File: src/sv/fnu_pkg.sv
// Shared types and constants for the facet normal unit.
`timescale 1ns / 1ps
package fnu_pkg;
  localparam int COORD_BITS_DEF = 24;
  localparam int EDGE_BITS = 30;
  localparam int CROSS_BITS = 61;
  localparam int MAG_BITS = 30;
  localparam int SUM_BITS = 62;
  localparam int ROOT_BITS = 31;
  localparam int NORM_BITS = 16;
  localparam int QUO_BITS = 15;
  localparam int NORM_ONE = 16384;

  typedef struct packed {
    logic signed [COORD_BITS_DEF-1:0] first_x;
    logic signed [COORD_BITS_DEF-1:0] first_y;
    logic signed [COORD_BITS_DEF-1:0] first_z;
    logic signed [COORD_BITS_DEF-1:0] second_x;
    logic signed [COORD_BITS_DEF-1:0] second_y;
    logic signed [COORD_BITS_DEF-1:0] second_z;
    logic signed [COORD_BITS_DEF-1:0] last_x;
    logic signed [COORD_BITS_DEF-1:0] last_y;
    logic signed [COORD_BITS_DEF-1:0] last_z;
  } in_word_t;

  typedef struct packed {
    logic signed [NORM_BITS-1:0] normal_x;
    logic signed [NORM_BITS-1:0] normal_y;
    logic signed [NORM_BITS-1:0] normal_z;
    logic                        degenerate;
  } out_word_t;

  // Word carried along the cell chain
  typedef struct packed {
    logic                  valid;
    logic [2:0]            neg;
    logic [MAG_BITS-1:0]   ax;
    logic [MAG_BITS-1:0]   ay;
    logic [MAG_BITS-1:0]   az;
    logic [SUM_BITS-1:0]   rem;
    logic [ROOT_BITS-1:0]  root;
  } chain_t;

  // Divider cell word: one quotient bit per cell for three components
  typedef struct packed {
    logic                     valid;
    logic [2:0]               neg;
    logic                     degen;
    logic [ROOT_BITS+1:0]     den;
    logic [3*(ROOT_BITS+2)-1:0] rem;
    logic [3*QUO_BITS-1:0]    quo;
  } dchain_t;
endpackage

File: src/sv/fnu_root_cell.sv
// One step of the bit-serial integer square root, as a chain cell.
`timescale 1ns / 1ps
module fnu_root_cell #(
  parameter int STEP = 0
) (
  input  logic            clk,
  input  logic            rst_n,
  input  logic            en,
  input  fnu_pkg::chain_t d_in,
  output fnu_pkg::chain_t d_out
);
  import fnu_pkg::*;
  localparam int SH = 2 * (ROOT_BITS - 1 - STEP);

  chain_t d_r, d_nxt;
  logic [SUM_BITS+1:0] trial;
  logic [SUM_BITS+1:0] rem_w;

  // restoring step: try (4*root+1) << sh
  always_comb begin
    d_nxt = d_in;
    rem_w = {2'b00, d_in.rem};
    trial = (({{(SUM_BITS+2-ROOT_BITS){1'b0}}, d_in.root} << 2) + 2'd1) << SH;
    if (rem_w >= trial) begin
      rem_w = rem_w - trial;
      d_nxt.root = {d_in.root[ROOT_BITS-2:0], 1'b1};
    end else begin
      d_nxt.root = {d_in.root[ROOT_BITS-2:0], 1'b0};
    end
    d_nxt.rem = rem_w[SUM_BITS-1:0];
  end

  always_ff @(posedge clk) begin
    if (!rst_n) begin
      d_r.valid <= 1'b0;
    end else if (en) begin
      d_r <= d_nxt;
    end
  end
  assign d_out = d_r;
endmodule

File: config.mk
export PLATFORM = sky130hd
export DESIGN_NAME = fnu_root_cell
export DESIGN_NICKNAME = d
export VERILOG_FILES = /design/src/sv/fnu_pkg.sv /design/src/sv/fnu_root_cell.sv
export SDC_FILE = /design/constraint.sdc
export NUM_CORES = 1
export LEC_CHECK = 0
export BUFFER_PORTS_ARGS = -buffer_cell sky130_fd_sc_hd__buf_2
export CORE_AREA = 2 2 145 147
export DETAILED_ROUTE_END_ITERATION = 6
export DIE_AREA = 0 0 147 149
export GPL_TIMING_DRIVEN = 0
export SLEW_MARGIN = 20
export SYNTH_ARGS = -nofsm -noshare
export SYNTH_HDL_FRONTEND = slang
export SYNTH_SLANG_ARGS = --single-unit
File: constraint.sdc
create_clock -name clk -period 5.4 [get_ports clk]
set_input_delay 0.81 -clock clk [delete_from_list [all_inputs] [get_ports clk]]
set_output_delay 0.81 -clock clk [all_outputs]
set_load 0.01 [all_outputs]
==> results.json <==
{
  "rsz0062_at_grt": "false",
  "leakage_nw": 3.605,
  "peakVddDrop_mv": 0.1872,
  "cts_setup_buffers": 0,
  "drt_wl_total_um": 14810,
  "layout_setup_ws_ns": 3.107,
  "report.final.slew_viol_count": 0,
  "regArea_sq_um": 5605,
  "wirelength_met1_um": 5477,
  "path_cells": "buf_2 > nor4_1 > nand4_1 > nor4_1 > nor2_1 > mux2i_1",
  "yosysSeqAreaShare_pct": 96.24,
  "final_cell_mix": "buf_2 (375), edfxtp_1 (186), clkbuf_16 (17), nor4_1 (15), inv_8 (5)",
  "dp_slack_ns": 2.609,
  "antenna_left": 0,
  "cp_slowest_cell": "nor4_1",
  "largest_register_ffs": 187,
  "rows": 53,
  "cp_common_cell": "nor4_1",
  "power.density_nw_per_um2": 364.7,
  "fp.dieW_um": 147,
  "start_util_pct": 28.33,
  "cp-end-kind": "register",
  "clock_latency_ns": 0.41,
  "synth.cell_area_sq_um": 5824,
  "status": "complete, no violations",
  "hpwl_um": 11660,
  "cts_tree": "built",
  "critPathLaunch": "d_in[40]",
  "slowest_delay_ns": 0.60,
  "cts_inserted_buffers": 17,
  "port_buffers": 375,
  "wl_met3_um": 1494,
  "synth_top_area_share_pct": 95.90,
  "dr.pass1.iters": 4,
  "nNetsFinal": 809,
  "finClkSkew_ns": 0,
  "gr-total-overflow": 0,
  "die_h_um": 149,
  "first_global_vias": 3892,
  "seq_power_share_pct": 54.6,
  "min_to": "d_out[186]$_SDFFE_PN0P_",
  "power.switching_mw": 0.7334,
  "synth_top_area_cell": "edfxtp_1",
  "p_int_mw": 2.431,
  "max_cap_viol_count": 0,
  "slew_headroom_pct": 56.29,
  "grt_antenna_before_repair": 0,
  "hold_start": "d_out[186]$_SDFFE_PN0P_",
  "avgSynthCellArea_sq_um": 26.47,
  "r2r_end": "d_out[186]$_SDFFE_PN0P_",
  "clkPwrFrac_pct": 37.1,
  "multi_input_area_sq_um": 210.2,
  "synthTopCellsByArea": "edfxtp_1 (96%), nor4_1 (1.6%), ha_1 (0.43%), nand4_1 (0.43%), dfxtp_1 (0.34%)",
  "synth_nets": 412,
  "htree_levels": 4,
  "hold_viol_final": 0,
  "track_usage_pct": 12.87,
  "grt_pass1_wl_um": 20930,
  "reg2reg_setup_slack_ns": 4.80,
  "areaGrowthSynthToFinish_pct": 48.98,
  "met2_length_um": 7496,
  "io_pins": 377,
  "finalSetupViolations": 0,
  "post-place-cells": 873,
  "n_fill_cell": 1912,
  "yosys_register_bits": 187,
  "netSwitchingFraction_pct": 23.18,
  "final_common_cell": "buf_2",
  "cp.required_ns": 5.56,
  "top_layer_used": "met4",
  "cts_resized": 0,
  "gp_congestion": 0.7779,
  "drc": 0,
  "combPwrFrac_pct": 8.3,
  "cp-start-kind": "input port",
  "coreArea_sq_um": 20560,
  "ctsRootBufferMaster": "clkbuf_16",
  "grt_max_degree": 66,
  "vias_per_cell": 4.123,
  "clockBufferDepth": 2,
  "fin_tns_setup_ns": 0,
  "fmax_ghz": 0.4361,
  "syn_inst": 220,
  "first_iter_violations": 161,
  "cts.clk_slew.worst_paths_ns": 0.07,
  "hold_path_class": "register to register",
  "synth_cell_type_count": 13,
  "crit_arrival_ns": 2.46,
  "crit_fanout": 3,
  "antennaDiodeCount": 0,
  "wl_per_cell_um": 16.37,
  "hold_depth": 2,
  "worstSetupPathType": "input port to register",
  "tightest_slew_ns": 0.6497,
  "period_minus_slack_ns": 2.293,
  "instances_no_fill": 905,
  "design.die.area_sq_um": 21900,
  "drive_above_1_share_pct": 64.76,
  "yosys_warnings": 0,
  "vias": 3731,
  "hold_buffers": 0,
  "whs_ns": 0.5348,
  "period_share_pct": 42.46,
  "cts.sinks": 187,
  "reg2reg_from": "d_out[186]$_SDFFE_PN0P_",
  "reg2reg_depth": 2
}
==> metal layers <==
| layer | vias to the layer above | track usage [%] |
|---|---|---|
| met2 | 221 | 21.76 |
| met4 | 0 | 6.394 |
| met1 | 1777 | 13.87 |
| met3 | 26 | 5.596 |
| li1 | 1707 | - |
| met5 | - | 0 |
==> power groups by stage <==
stage	Combinational, mW	Sequential [mW]	Clock, mW
after floorplan	0.0251	1.82	0
after global placement	0.255	1.77	0
after detailed placement	0.267	1.76	0
after CTS	0.267	1.73	1.21
after global routing	0.283	1.74	1.27
final	0.263	1.73	1.17
==> cells in the mapped netlist (all sizes together) <==
cell	instances
and2	1
nor2b	1
ha	2
inv	3
nor3	2
mux2i	2
dfxtp	1
nor2	1
nand4	4
nor4	15
edfxtp	186
xnor2	1
nor4b	1
==> logic make-up (layout without fill, tap and decap cells) <==
| kind of cell | after synthesis | count (layout) | share of synthesized area (%) |
|---|---|---|---|
| buf+inv | 3 | 413 | 0.1933 |
| fa+ha+maj | 2 | 2 | 0.4296 |
| xor+xnor | 1 | 1 | 0.1504 |
| flops | 187 | 187 | 96.24 |
| simple gates | 25 | 25 | 2.642 |
| mux | 2 | 2 | 0.3437 |
==> metrics by stage <==
step                power [mW]  utilization [%]  area (sq um)
detailed placement       2.028            39.51          8123
CTS                      3.207            42.21          8677
global placement         2.020            39.14          8046
finish                   3.164            42.21          8677
floorplan                1.845                -          5826
global route             3.289            42.21          8677
==> worst max path at each step <==
stage / endpoint / slack [ns] / cells past startpoint
global route: d_out[92]$_DFFE_PP_ / 2.98 / 6
CTS: d_out[91]$_DFFE_PP_ / 3.08 / 6
floorplan: d_out[0]$_DFFE_PP_ / 1.85 / 1
global placement: d_out[147]$_DFFE_PP_ / 1.18 / 2
finish: d_out[92]$_DFFE_PP_ / 3.11 / 6
detailed placement: d_out[91]$_DFFE_PP_ / 2.61 / 6
==> worst max-delay path, delay by kind of cell <==
family / cells / cell delay, ns
simple gates: 4 / 1.39
buf+inv: 1 / 0.12
mux: 1 / 0.14
==> layout make-up <==
cell class,count,share of cell area [%]
clock buffer,18,4.946
clock inverter,14,1.442
inverter,3,0.1298
multi-input combinational,30,2.422
sequential,187,64.60
tap,275,3.965
timing repair buffer,378,22.49
Note: power is estimated with default switching activity, not from simulation.
