$ cat src/sv/fnu_pkg.sv
// Shared types and constants for the facet normal unit.
`timescale 1ns / 1ps
package fnu_pkg;
  localparam int COORD_BITS_DEF = 24;
  localparam int EDGE_BITS = 30;
  localparam int CROSS_BITS = 61;
  localparam int MAG_BITS = 30;
  localparam int SUM_BITS = 62;
  localparam int ROOT_BITS = 31;
  localparam int NORM_BITS = 16;
  localparam int QUO_BITS = 15;
  localparam int NORM_ONE = 16384;

  typedef struct packed {
    logic signed [COORD_BITS_DEF-1:0] first_x;
    logic signed [COORD_BITS_DEF-1:0] first_y;
    logic signed [COORD_BITS_DEF-1:0] first_z;
    logic signed [COORD_BITS_DEF-1:0] second_x;
    logic signed [COORD_BITS_DEF-1:0] second_y;
    logic signed [COORD_BITS_DEF-1:0] second_z;
    logic signed [COORD_BITS_DEF-1:0] last_x;
    logic signed [COORD_BITS_DEF-1:0] last_y;
    logic signed [COORD_BITS_DEF-1:0] last_z;
  } in_word_t;

  typedef struct packed {
    logic signed [NORM_BITS-1:0] normal_x;
    logic signed [NORM_BITS-1:0] normal_y;
    logic signed [NORM_BITS-1:0] normal_z;
    logic                        degenerate;
  } out_word_t;

  // Word carried along the cell chain
  typedef struct packed {
    logic                  valid;
    logic [2:0]            neg;
    logic [MAG_BITS-1:0]   ax;
    logic [MAG_BITS-1:0]   ay;
    logic [MAG_BITS-1:0]   az;
    logic [SUM_BITS-1:0]   rem;
    logic [ROOT_BITS-1:0]  root;
  } chain_t;

  // Divider cell word: one quotient bit per cell for three components
  typedef struct packed {
    logic                     valid;
    logic [2:0]               neg;
    logic                     degen;
    logic [ROOT_BITS+1:0]     den;
    logic [3*(ROOT_BITS+2)-1:0] rem;
    logic [3*QUO_BITS-1:0]    quo;
  } dchain_t;
endpackage

$ cat src/sv/fnu_div_cell.sv
// One quotient bit of the three normal divisions, as a chain cell.
`timescale 1ns / 1ps
module fnu_div_cell (
  input  logic             clk,
  input  logic             rst_n,
  input  logic             en,
  input  fnu_pkg::dchain_t d_in,
  output fnu_pkg::dchain_t d_out
);
  import fnu_pkg::*;
  localparam int RW = ROOT_BITS + 2;

  dchain_t d_r, d_nxt;
  logic [RW:0] sh;

  // restoring step: next numerator bit comes from the top of the quotient field
  always_comb begin
    d_nxt = d_in;
    for (int i = 0; i < 3; i++) begin
      sh = {d_in.rem[i*RW +: RW], d_in.quo[i*QUO_BITS + QUO_BITS - 1]};
      if (sh >= {1'b0, d_in.den}) begin
        sh = sh - {1'b0, d_in.den};
        d_nxt.quo[i*QUO_BITS +: QUO_BITS] = {d_in.quo[i*QUO_BITS +: QUO_BITS-1], 1'b1};
      end else begin
        d_nxt.quo[i*QUO_BITS +: QUO_BITS] = {d_in.quo[i*QUO_BITS +: QUO_BITS-1], 1'b0};
      end
      d_nxt.rem[i*RW +: RW] = sh[RW-1:0];
    end
  end

  always_ff @(posedge clk) begin
    if (!rst_n) begin
      d_r.valid <= 1'b0;
    end else if (en) begin
      d_r <= d_nxt;
    end
  end
  assign d_out = d_r;
endmodule
$ cat config.mk
export PLATFORM = sky130hd
export DESIGN_NAME = fnu_div_cell
export DESIGN_NICKNAME = d
export VERILOG_FILES = /design/src/sv/fnu_pkg.sv /design/src/sv/fnu_div_cell.sv
export SDC_FILE = /design/constraint.sdc
export NUM_CORES = 1
export LEC_CHECK = 0
export BUFFER_PORTS_ARGS = -buffer_cell sky130_fd_sc_hd__buf_2
export CAP_MARGIN = 30
export CELL_PAD_IN_SITES_DETAIL_PLACEMENT = 0
export CELL_PAD_IN_SITES_GLOBAL_PLACEMENT = 1
export CORE_MARGIN = 4
export CORE_UTILIZATION = 41
export DETAILED_ROUTE_END_ITERATION = 6
export MAX_ROUTING_LAYER = met4
export PLACE_DENSITY_LB_ADDON = 0.1
export SLEW_MARGIN = 0
export SYNTH_ARGS = -nofsm -noshare
export SYNTH_HDL_FRONTEND = slang
export SYNTH_SLANG_ARGS = --single-unit
$ cat constraint.sdc
create_clock -name clk -period 14.3 [get_ports clk]
set_input_delay 4.29 -clock clk [delete_from_list [all_inputs] [get_ports clk]]
set_output_delay 4.29 -clock clk [all_outputs]
set_load 0.01 [all_outputs]
==> results of run 1 <==
-- layer usage --
metal | global-route usage | wire length, µm | up-vias
li1 | - | - | 5368
met1 | 0.323 | 18700 | 5179
met2 | 0.426 | 20600 | 379
met3 | 0.0433 | 2390 | 47
met4 | 0.0763 | 1130 | 0
met5 | - | 0 | -
-- cell usage in the layout, fill, tap and decap left out, types with 20 or more instances in the layout --
cell type	synthesis	final
nand3_1	26	26
nand4_1	20	20
nand2_1	71	71
a21oi_1	150	150
xor2_1	27	27
nor3_1	21	21
xnor2_1	47	47
edfxtp_1	181	181
inv_1	68	68
ha_1	99	99
buf_2	12	366
a21o_1	41	41
nor2_1	126	126
o21ai_0	54	54
-- kinds of logic (layout without fill, tap and decap cells) --
| group | Yosys count | after routing | share of synthesized area |
|---|---|---|---|
| AO/OA/AOI/OAI | 404 | 404 | 0.214 |
| XOR/XNOR | 74 | 74 | 0.0523 |
| adder cells (fa/ha/maj) | 102 | 102 | 0.105 |
| buffers and inverters | 113 | 472 | 0.0387 |
| flip-flops | 182 | 182 | 0.440 |
| multiplexers | 22 | 22 | 0.0197 |
| other | 0 | 5 | 0 |
| AND/OR/NAND/NOR | 339 | 339 | 0.130 |
-- through the flow --
stage / power, µW / cells / instance area (µm²) / hold slack (ps)
global route: 1740 / 1990 / 15200 / 575
global placement: 1160 / 1952 / 14500 / 490
finish: 1650 / 1990 / 15200 / 523
detailed placement: 1170 / 1952 / 14500 / 504
floorplan: 1000 / 1236 / 12400 / 538
CTS: 1660 / 1984 / 15100 / 524
-- report_power, final --
group / switching [µW] / internal (µW)
clock network: 255 / 240
registers: 13.3 / 654
logic: 299 / 192
total: 567 / 1090
-- worst max-delay path, cell delays in order --
cell and delay, ps:
buf_2 190, ha_1 200, inv_1 60, fa_1 430, a211oi_2 270, o21ai_2 130
a2111oi_4 430, o41a_4 250, o2111ai_2 140, nand2_1 590, inv_2 540, mux2_1 450
-- cell usage after synthesis, types with 10 or more instances --
cell type  count  area share
nand2_1       71       0.021
a21oi_1      150       0.061
and2_1        10      0.0050
xnor2_1       47       0.033
inv_1         68       0.021
o211ai_1      10      0.0061
edfxtp_1     181        0.44
o21a_1        16      0.0097
nor2b_1       10      0.0050
ha_1          99        0.10
nor2_1       126       0.038
o21ai_0       54       0.022
mux2_1        13       0.012
nand4_1       20       0.010
a21o_1        41       0.025
nor3_1        21      0.0085
o21ai_1       17      0.0069
and3_1        13      0.0066
clkbuf_1      21      0.0064
xor2_1        27       0.019
o21bai_1      17       0.010
nand3_1       26       0.010
buf_2         12      0.0048
-- worst max-delay path by stage --
stage                   start    endpoint  slack (ps)
floorplan                  en    d_out[0]        5330
global route        d_in[144]  d_out[133]        6210
CTS                 d_in[144]  d_out[133]        6500
global placement    d_in[144]  d_out[133]        6080
finish              d_in[144]  d_out[133]        6510
detailed placement  d_in[144]  d_out[133]        6010
-- cell type report --
class                           instances  area [µm²]
Fill cell                            2851       14500
Multi-Input combinational cell        941        6470
Sequential cell                       182        5460
Timing Repair Buffer                  370        1870
Tap cell                              390         488
Clock buffer                           17         425
Inverter                               70         263
Clock inverter                         15         196
Antenna cell                            5        12.5
==> results.md, run 1 <==
- Outcome: finished clean
- Initial Utilization: 0.417
- Min-delay src: d_out[181]
- Slew Limit Fails: 0
- Worst R2R Start: d_out[181]
- Fin crit period: 7790 ps
- Unrepaired setup endpoints after global routing: false
- Primary FF master, synth: edfxtp_1
- Worst slew margin: 0.377
- Root buffer cell: clkbuf_16
- DR vias: 11.0k
- Drt first pass iters: 5
- Ratio of cells with drive above 1 in the final layout: 0.273
- Setup violations, final: 0
- H-tree depth: 4
- Die X: 182 µm
- Routed Antenna Nets: 0
- Die height: 182 µm
- Core footprint: 0.0297 mm²
- DPL Wire Length: 34200 µm
- Top Ports: 367
- Max Fclk: 0.128 GHz
- Via density: 5.51
- Flop-to-flop setup slack: 13720 ps
- GRT Util Overall: 0.256
- Post_cts resized: 0
- Worst flop-to-flop path endpoint: d_out[181]
- CP Class: in -> reg
- Vias in the first global route: 10.7k
- Sequential share of the synthesized area: 0.440
- Worst Hold Class: reg -> reg
- Area growth syn-to-layout: 22.4%
- Hold Fails Final Rpt: 0
- Avg WL per Cell: 21.5 µm
- Hold path depth: 2
- Post-synth EDFFs: 181
- Post-synthesis cell type count: 82
- Arrival @ worst endpoint: 8000 ps
- CTS tree: built
- Worst EP required: 14510 ps
- Min-Delay Endpoint: d_out[181]
- Post-CTS repair timing setup buffer count: 0
- Post-route DRC: 0
- Initial antenna violation count: 5
- Largest net degree at the start of global routing: 70
- Detailed Route Iter0 Violations: 873
- GP Congestion: 0.950
- Crit start category: primary input
- First-pass GRT wire length: 63300 µm
- Clock skew: 0 ps
- Post-Syn Nets: 1523
- R2R depth: 2
- Worst setup margin: 6510 ps
- Critical path endpoint category: register
- CTS Buffer Depth: 2
- WL final: 42800 µm
- Peak VDD IR: 0.0756 mV
- Dpl ws: 6010 ps
- Tcrit/Tclk final: 0.545
- Seq cells post-synth: 182
- Sum of negative setup slack: 0 ps
- Die ar.: 0.0331 mm²
- Post-Syn Area: 0.0124 mm²
- Final core utilization: 0.511
- Max-cap violations: 0
- Remaining Overflow, GRT: 0
- Leakage: 0.00660 µW
- Largest register FFs: 182
- Pwr dens: 109 mW/mm²
- Syn. warnings: 0
- Worst slew pin tran: 924 ps
- Port Buf Inserts: 366
- Syn Area/Cell: 10.0 µm²
- TritonCTS Buffers: 17
- Synth async-reset ratio: 0
- Worst Path Max Fanout: 49
- # nets final: 1869
- Rows: 63
- Hold-fix buffer count after cts: 0
- Sink Count: 182
- Insertion delay of the later-clocked pin in the worst-skew pair: 440 ps
- Clock slew at reported path FFs: 80 ps
- Synth Instances: 1236
Note: power is estimated with default switching activity, not from simulation.
==> run 2: changes to the inputs <==
- CORE_UTILIZATION: 41 -> 36
- clock period: 14.3 -> 6.3 ns (I/O delays scaled with it)
==> results.md, run 2 (synthesis gave the netlist of run 1 again) <==
- Post-CTS repair timing setup buffer count: 0 (unchanged)
- Avg WL per Cell: 22.0 µm (was 21.5 µm)
- Worst R2R Start: d_out[181] (unchanged)
- Min-Delay Endpoint: d_out[181] (unchanged)
- Leading cell types in the layout, fill and taps excluded: 366 x buf_2, 181 x edfxtp_1, 150 x a21oi_1 (unchanged)
- DR vias: 11.0k (about the same)
- Worst EP required: 6500 ps (was 14510 ps)
- Leakage: 0.00656 µW (was 0.00660 µW)
- Routed Antenna Nets: 0 (unchanged)
- Remaining Overflow, GRT: 0 (unchanged)
- TritonCTS Buffers: 17 (unchanged)
- Ratio of cells with drive above 1 in the final layout: 0.271 (was 0.273)
- Switching Fraction: 0.334 (was 0.343)
- Die X: 194 µm (was 182 µm)
- Crit start category: primary input (unchanged)
- Post-route DRC: 0 (unchanged)
- Die ar.: 0.0375 mm² (was 0.0331 mm²)
- Insertion delay of the later-clocked pin in the worst-skew pair: 440 ps (about the same)
- CTS tree: built (unchanged)
- Die height: 194 µm (was 182 µm)
- Max Fclk: 0.206 GHz
- Worst slew pin tran: 888 ps (was 924 ps)
- Design area: 0.0152 mm² (about the same)
- Worst slew margin: 0.407 (was 0.377)
- Dpl ws: 960 ps (was 6010 ps)
- Post_cts resized: 0 (unchanged)
- Worst setup margin: 1440 ps (was 6510 ps)
- Vias in the first global route: 10.9k (was 10.7k)
- Clock slew at reported path FFs: 70 ps (was 80 ps)
- Footprint of the multi-input gates: 0.00647 mm² (unchanged)
- Tcrit/Tclk final: 0.772
- Max-cap violations: 0 (unchanged)
- Fillcell total: 3368 (was 2851)
- Placed instance count: 2013 (was 1952)
- Min-delay src: d_out[181] (unchanged)
- Clock skew: 0 ps (unchanged)
- Flop-to-flop setup slack: 5700 ps (was 13720 ps)
- # nets final: 1871 (was 1869)
- Comb power frac: 0.307 (was 0.297)
- Final Power: 3650 µW (was 1650 µW)
- Critical-path cell list: buf_2 > ha_1 > inv_1 > fa_1 > a211oi_2 > o21ai_1 > a32oi_2 > o211ai_2 > a211o_1 > nand2_2 > inv_2 > mux2_1 (was buf_2 > ha_1 > inv_1 > fa_1 > a211oi_2 > o21ai_2 > a2111oi_4 > o41a_4 > o2111ai_2 > nand2_1 > inv_2 > mux2_1)
- R2R depth: 2 (unchanged)
- Largest register FFs: 182 (unchanged)
- CP Class: in -> reg (unchanged)
- Finished Layout Cells: 2049 (was 1990)
- Drt first pass iters: 5 (unchanged)
- Top Ports: 367 (unchanged)
- WL final: 45000 µm (was 42800 µm)
- Area growth syn-to-layout: 22.4% (about the same)
- Slowest CP cell: mux2_1 (was nand2_1)
- GRT Util Overall: 0.240 (was 0.256)
- Worst Hold Class: reg -> reg (unchanged)
- First-pass GRT wire length: 67400 µm (was 63300 µm)
- GP Congestion: 0.901 (was 0.950)
- Initial antenna violation count: 4 (was 5)
- Sw Pwr: 1220 µW (was 567 µW)
- Fin crit period: 4860 ps
- Root buffer cell: clkbuf_16 (unchanged)
- Rows: 67 (was 63)
- Clock power share: 0.278 (was 0.299)
- Slew Limit Fails: 0 (unchanged)
- Worst flop-to-flop path endpoint: d_out[181] (unchanged)
- DPL Wire Length: 36100 µm (was 34200 µm)
- Outcome: finished clean (unchanged)
- Sequential share of power: 0.416 (was 0.404)
- Critical path origin: d_in[144] (unchanged)
- Core footprint: 0.0338 mm² (was 0.0297 mm²)
- Commonest non-fill, non-tap cell in the layout: buf_2 (unchanged)
- Sink Count: 182 (unchanged)
- Critical path endpoint category: register (unchanged)
- Hold Fails Final Rpt: 0 (unchanged)
- Largest net degree at the start of global routing: 113 (was 70)
- Via density: 5.38 (was 5.51)
- Hold-fix buffer count after cts: 0 (unchanged)
- Detailed Route Iter0 Violations: 856 (was 873)
- Placed Area: 0.0146 mm² (was 0.0145 mm²)
- Sequential cell area: 0.00546 mm² (unchanged)
- Unrepaired setup endpoints after global routing: false (unchanged)
- Initial Utilization: 0.367 (was 0.417)
- Peak VDD IR: 0.200 mV (was 0.0756 mV)
- CTS Buffer Depth: 2 (unchanged)
- Internal Power: 2430 µW (was 1090 µW)
- Hold path depth: 2 (unchanged)
- Setup violations, final: 0 (unchanged)
- Pwr dens: 240 mW/mm² (was 109 mW/mm²)
- Port Buf Inserts: 366 (unchanged)
- Arrival @ worst endpoint: 5060 ps (was 8000 ps)
- H-tree depth: 4 (unchanged)
- Sum of negative setup slack: 0 ps (unchanged)
- Slowest stage delay, CP: 450 ps (was 590 ps)
- Worst Path Max Fanout: 54 (was 49)
run 2: changes by cell type in the layout (fill, tap and decap cells not counted):
cell,previous run,this run
inv_8,2,0
clkinv_2,0,1
clkbuf_1,0,1
clkinv_8,7,0
clkinv_4,1,2
inv_6,4,5
clkinv_1,0,3
buf_4,3,5
clkinvlp_4,0,3
inv_12,1,0
diode_2,5,4
run 2: area by class of cell:
class / count / share of cell area
clock buffer: 18 / 0.0283
multi-input combinational: 941 / 0.426
clock inverter: 14 / 0.00660
antenna: 4 / 0.000660
sequential: 182 / 0.360
tap: 448 / 0.0369
timing repair buffer: 372 / 0.125
inverter: 70 / 0.0173
run 2: through the flow:
stage / utilization / hold WS, ps
3_5_place_dp: 0.433 / 531
6_report: 0.449 / 536
4_1_cts: 0.449 / 550
3_3_place_gp: 0.433 / 503
2_1_floorplan: - / 538
5_1_grt: 0.449 / 603
run 2: worst max-delay path: cells and delay by family:
| family | cells | cell delay [ps] |
|---|---|---|
| buf+inv | 3 | 640 |
| compound gates | 5 | 1230 |
| mux | 1 | 450 |
| simple gates | 1 | 180 |
| fa+ha+maj | 2 | 630 |
run 2: worst max path at each step:
stage / endpoint / depth (start not counted)
finish: d_out[86] / 12
global route: d_out[83] / 14
CTS: d_out[86] / 12
detailed placement: d_out[86] / 12
global placement: d_out[133] / 12
floorplan: d_out[106] / 12
run 2: power by group through the flow:
stage,Sequential (µW),Combinational [µW],Clock [µW]
final,1520,1120,1010
after global routing,1530,1240,1090
after CTS,1520,1130,1040
after detailed placement,1540,1120,0
after global placement,1540,1120,0
after floorplan,1600,668,0
run 2: layer usage:
metal / part of all wire / wire length, µm / vias up / global-route usage
met5: 0 / 0 / - / -
met4: 0.026 / 1160 / 0 / 0.0729
met1: 0.44 / 19900 / 5236 / 0.306
li1: - / - / 5372 / -
met3: 0.053 / 2400 / 45 / 0.0416
met2: 0.48 / 21600 / 377 / 0.393
==> run 3: changes to the inputs <==
- ABC_AREA: default -> 1
- CORE_UTILIZATION: 36 -> 39
- clock period: 6.3 -> 4.9 ns (I/O delays scaled with it)
==> results.md, run 3 <==
- Outcome: finished clean (unchanged)
- Fin crit period: 3660 ps
- DR vias: 14.7k (was 11.0k)
- Clock skew: 0 ps (unchanged)
- Initial antenna violation count: 0 (was 4)
- Setup violations, final: 0 (unchanged)
- Unrepaired setup endpoints after global routing: false (unchanged)
- Critical path endpoint category: register (unchanged)
- Antenna Cells: 0 (was 4)
- Tcrit/Tclk final: 0.748
- Worst Path Max Fanout: 35 (was 54)
- Seq cells post-synth: 182 (unchanged)
- Count leader, synth: nand2_1 (was edfxtp_1)
- Insertion delay of the later-clocked pin in the worst-skew pair: 460 ps (was 440 ps)
- Hold Fails Final Rpt: 0 (unchanged)
- Max Fclk: 0.273 GHz
- Core footprint: 0.0379 mm² (was 0.0338 mm²)
- Post_cts resized: 0 (unchanged)
- Primary FF master, synth: edfxtp_1 (unchanged)
- Top cell type's share of synthesized area: 0.359 (was 0.438)
- Sum of negative setup slack: 0 ps (unchanged)
- Dominant cells by area after synthesis: edfxtp_1 36%, nand2_1 22%, inv_1 10% (was edfxtp_1 44%, ha_1 10%, a21oi_1 6.1%)
- Largest delay share family, worst path: simple AND/OR/NAND/NOR gates (was compound AO/OA/AOI/OAI gates)
- CTS tree: built (unchanged)
- Finished Layout Cells: 3049 (was 2049)
- # nets final: 2812 (was 1871)
- CP Class: in -> reg (unchanged)
- Initial Utilization: 0.399 (was 0.367)
- Post-Syn Nets: 2448 (was 1523)
- Leading cell types in the layout, fill and taps excluded: 871 x nand2_1, 413 x inv_1, 366 x buf_2 (was 366 x buf_2, 181 x edfxtp_1, 150 x a21oi_1)
- TritonCTS Buffers: 17 (unchanged)
- Switching Fraction: 0.376 (was 0.334)
- Commonest non-fill, non-tap cell in the layout: nand2_1 (was buf_2)
- Slew Limit Fails: 0 (unchanged)
- Footprint of the multi-input gates: 0.00790 mm² (was 0.00647 mm²)
- Port Buf Inserts: 366 (unchanged)
- DPL Wire Length: 48800 µm (was 36100 µm)
- Slowest stage delay, CP: 360 ps (was 450 ps)
- Crit start category: primary input (unchanged)
- Area leader, netlist: edfxtp_1 (unchanged)
- WL final: 59100 µm (was 45000 µm)
- Worst Hold Class: reg -> reg (unchanged)
- Vias in the first global route: 14.1k (was 10.9k)
- CTS Buffer Depth: 2 (unchanged)
- Post-Syn Area: 0.0151 mm² (was 0.0124 mm²)
- Sequential cell area: 0.00546 mm² (unchanged)
- Top Ports: 367 (unchanged)
- Arrival @ worst endpoint: 3870 ps (was 5060 ps)
- Area growth syn-to-layout: 19.3% (was 22.4%)
- Leakage: 0.00990 µW (was 0.00656 µW)
- Via density: 4.81 (was 5.38)
- Die X: 205 µm (was 194 µm)
- H-tree depth: 4 (unchanged)
- Detailed Route Iter0 Violations: 1010 (was 856)
- Clock slew at reported path FFs: 80 ps (was 70 ps)
- Critical-path cell list: buf_2 > inv_1 > ha_1 > nand2_1 > inv_1 > nand2_1 > nand2_1 > inv_1 > nand3_2 > nand2_1 > nand2_2 > nand2_4 > nand2_8 > nand2_1 > nand2_1 (was buf_2 > ha_1 > inv_1 > fa_1 > a211oi_2 > o21ai_1 > a32oi_2 > o211ai_2 > a211o_1 > nand2_2 > inv_2 > mux2_1)
- Worst slew pin tran: 743 ps (was 888 ps)
- Die height: 205 µm (was 194 µm)
- Sink Count: 182 (unchanged)
- CP bufs+invs: 4 (was 3)
- Die ar.: 0.0420 mm² (was 0.0375 mm²)
- Post-synthesis cell type count: 32 (was 82)
- Fillcell total: 4001 (was 3368)
- Placed instance count: 3017 (was 2013)
- Synth async-reset ratio: 0 (unchanged)
- Worst slew margin: 0.504 (was 0.407)
- Post-CTS repair timing setup buffer count: 0 (unchanged)
- Pwr dens: 278 mW/mm² (was 240 mW/mm²)
- Sequential share of the synthesized area: 0.361 (was 0.440)
- Root buffer cell: clkbuf_16 (unchanged)
- Largest net degree at the start of global routing: 130 (was 113)
- Routed Antenna Nets: 0 (unchanged)
- Post-synth EDFFs: 181 (unchanged)
- Worst EP required: 5110 ps (was 6500 ps)
- Hold-fix buffer count after cts: 0 (unchanged)
- Final Power: 5030 µW (was 3650 µW)
- GRT Util Overall: 0.285 (was 0.240)
- Critical path origin: d_in[152] (was d_in[144])
- Worst R2R Start: d_out[181] (unchanged)
- Top post-synthesis cells by count: 871 x nand2_1, 414 x inv_1, 181 x edfxtp_1 (was 181 x edfxtp_1, 150 x a21oi_1, 126 x nor2_1)
- Syn Area/Cell: 7.00 µm² (was 10.0 µm²)
- Synth Instances: 2161 (was 1236)
- Comb power frac: 0.321 (was 0.307)
- Rows: 71 (was 67)
- Syn. warnings: 0 (unchanged)
- Min-delay src: d_out[181] (unchanged)
- Cell mode on critical path: nand2_1
- Internal Power: 3140 µW (was 2430 µW)
- Post-route DRC: 0 (unchanged)
- Ratio of cells with drive above 1 in the final layout: 0.195 (was 0.271)
- Sw Pwr: 1890 µW (was 1220 µW)
- Remaining Overflow, GRT: 0 (unchanged)
- Clock power share: 0.293 (was 0.278)
- Largest register FFs: 182 (unchanged)
- Drt first pass iters: 5 (unchanged)
- GP Congestion: 0.954 (was 0.901)
- Avg WL per Cell: 19.4 µm (was 22.0 µm)
- Max-cap violations: 0 (unchanged)
- Peak VDD IR: 0.253 mV (was 0.200 mV)
- Slowest CP cell: nand2_4 (was mux2_1)
- First-pass GRT wire length: 86400 µm (was 67400 µm)
- Sequential share of power: 0.386 (was 0.416)
[run 3: cell types whose count changed after synthesis, moves of 31 or more]
| cell | change |
|---|---|
| o21ai_0 | -50 |
| nand2_1 | +800 |
| nand3_2 | +41 |
| inv_1 | +346 |
| xnor2_1 | -44 |
| nand3_1 | +138 |
| a21o_1 | -35 |
| nand3b_1 | +31 |
| a21oi_1 | -87 |
[run 3: power by group through the flow]
stage / sequential [µW] / clock [µW] / combinational (µW)
after floorplan: 2050 / 0 / 958
after global placement: 1980 / 0 / 1600
after detailed placement: 1980 / 0 / 1610
after CTS: 1940 / 1500 / 1620
after global routing: 1950 / 1580 / 1810
final: 1940 / 1470 / 1620
[run 3: tightest hold or removal path, stage by stage, from the launching register on]
cell and delay (ps):
dfxtp_1 310, o21ai_0 150, a21oi_1 40
[run 3: stage by stage]
step	setup slack [ps]	hold WS (ps)	area [µm²]	util
2_1_floorplan	261	555	15100	-
3_3_place_gp	801	517	17400	0.460
3_5_place_dp	733	535	17400	0.460
4_1_cts	1220	547	18100	0.476
5_1_grt	1040	633	18100	0.476
6_report	1240	543	18100	0.476
[run 3: layout make-up]
cell class / instances / share of cell area
timing repair buffer: 372 / 0.105
clock buffer: 17 / 0.0236
multi-input combinational: 1538 / 0.437
sequential: 182 / 0.302
inverter: 414 / 0.0863
tap: 511 / 0.0354
clock inverter: 15 / 0.0108
[run 3: metal layers]
metal	vias to the layer above	routed length [µm]	track usage
met2	470	27300	0.461
met3	64	4020	0.0480
met5	-	0	-
li1	7485	-	-
met4	0	1530	0.0801
met1	6658	26300	0.371
[run 3: final timing paths]
| kind | to | slack [ps] | cells after the start |
|---|---|---|---|
| setup / recovery | d_out[55] | 1240 | 15 |
| hold / removal | d_out[181] | 540 | 2 |
| setup reg to reg | d_out[181] | 4280 | 2 |
| hold reg to reg | d_out[181] | 540 | 2 |
[run 3: cell families after synthesis]
family	after synthesis	share of synthesized area
compound gates	74	0.0256
xor+xnor	42	0.0243
buf+inv	441	0.118
flops	182	0.361
simple gates	1320	0.386
fa+ha+maj	102	0.0858
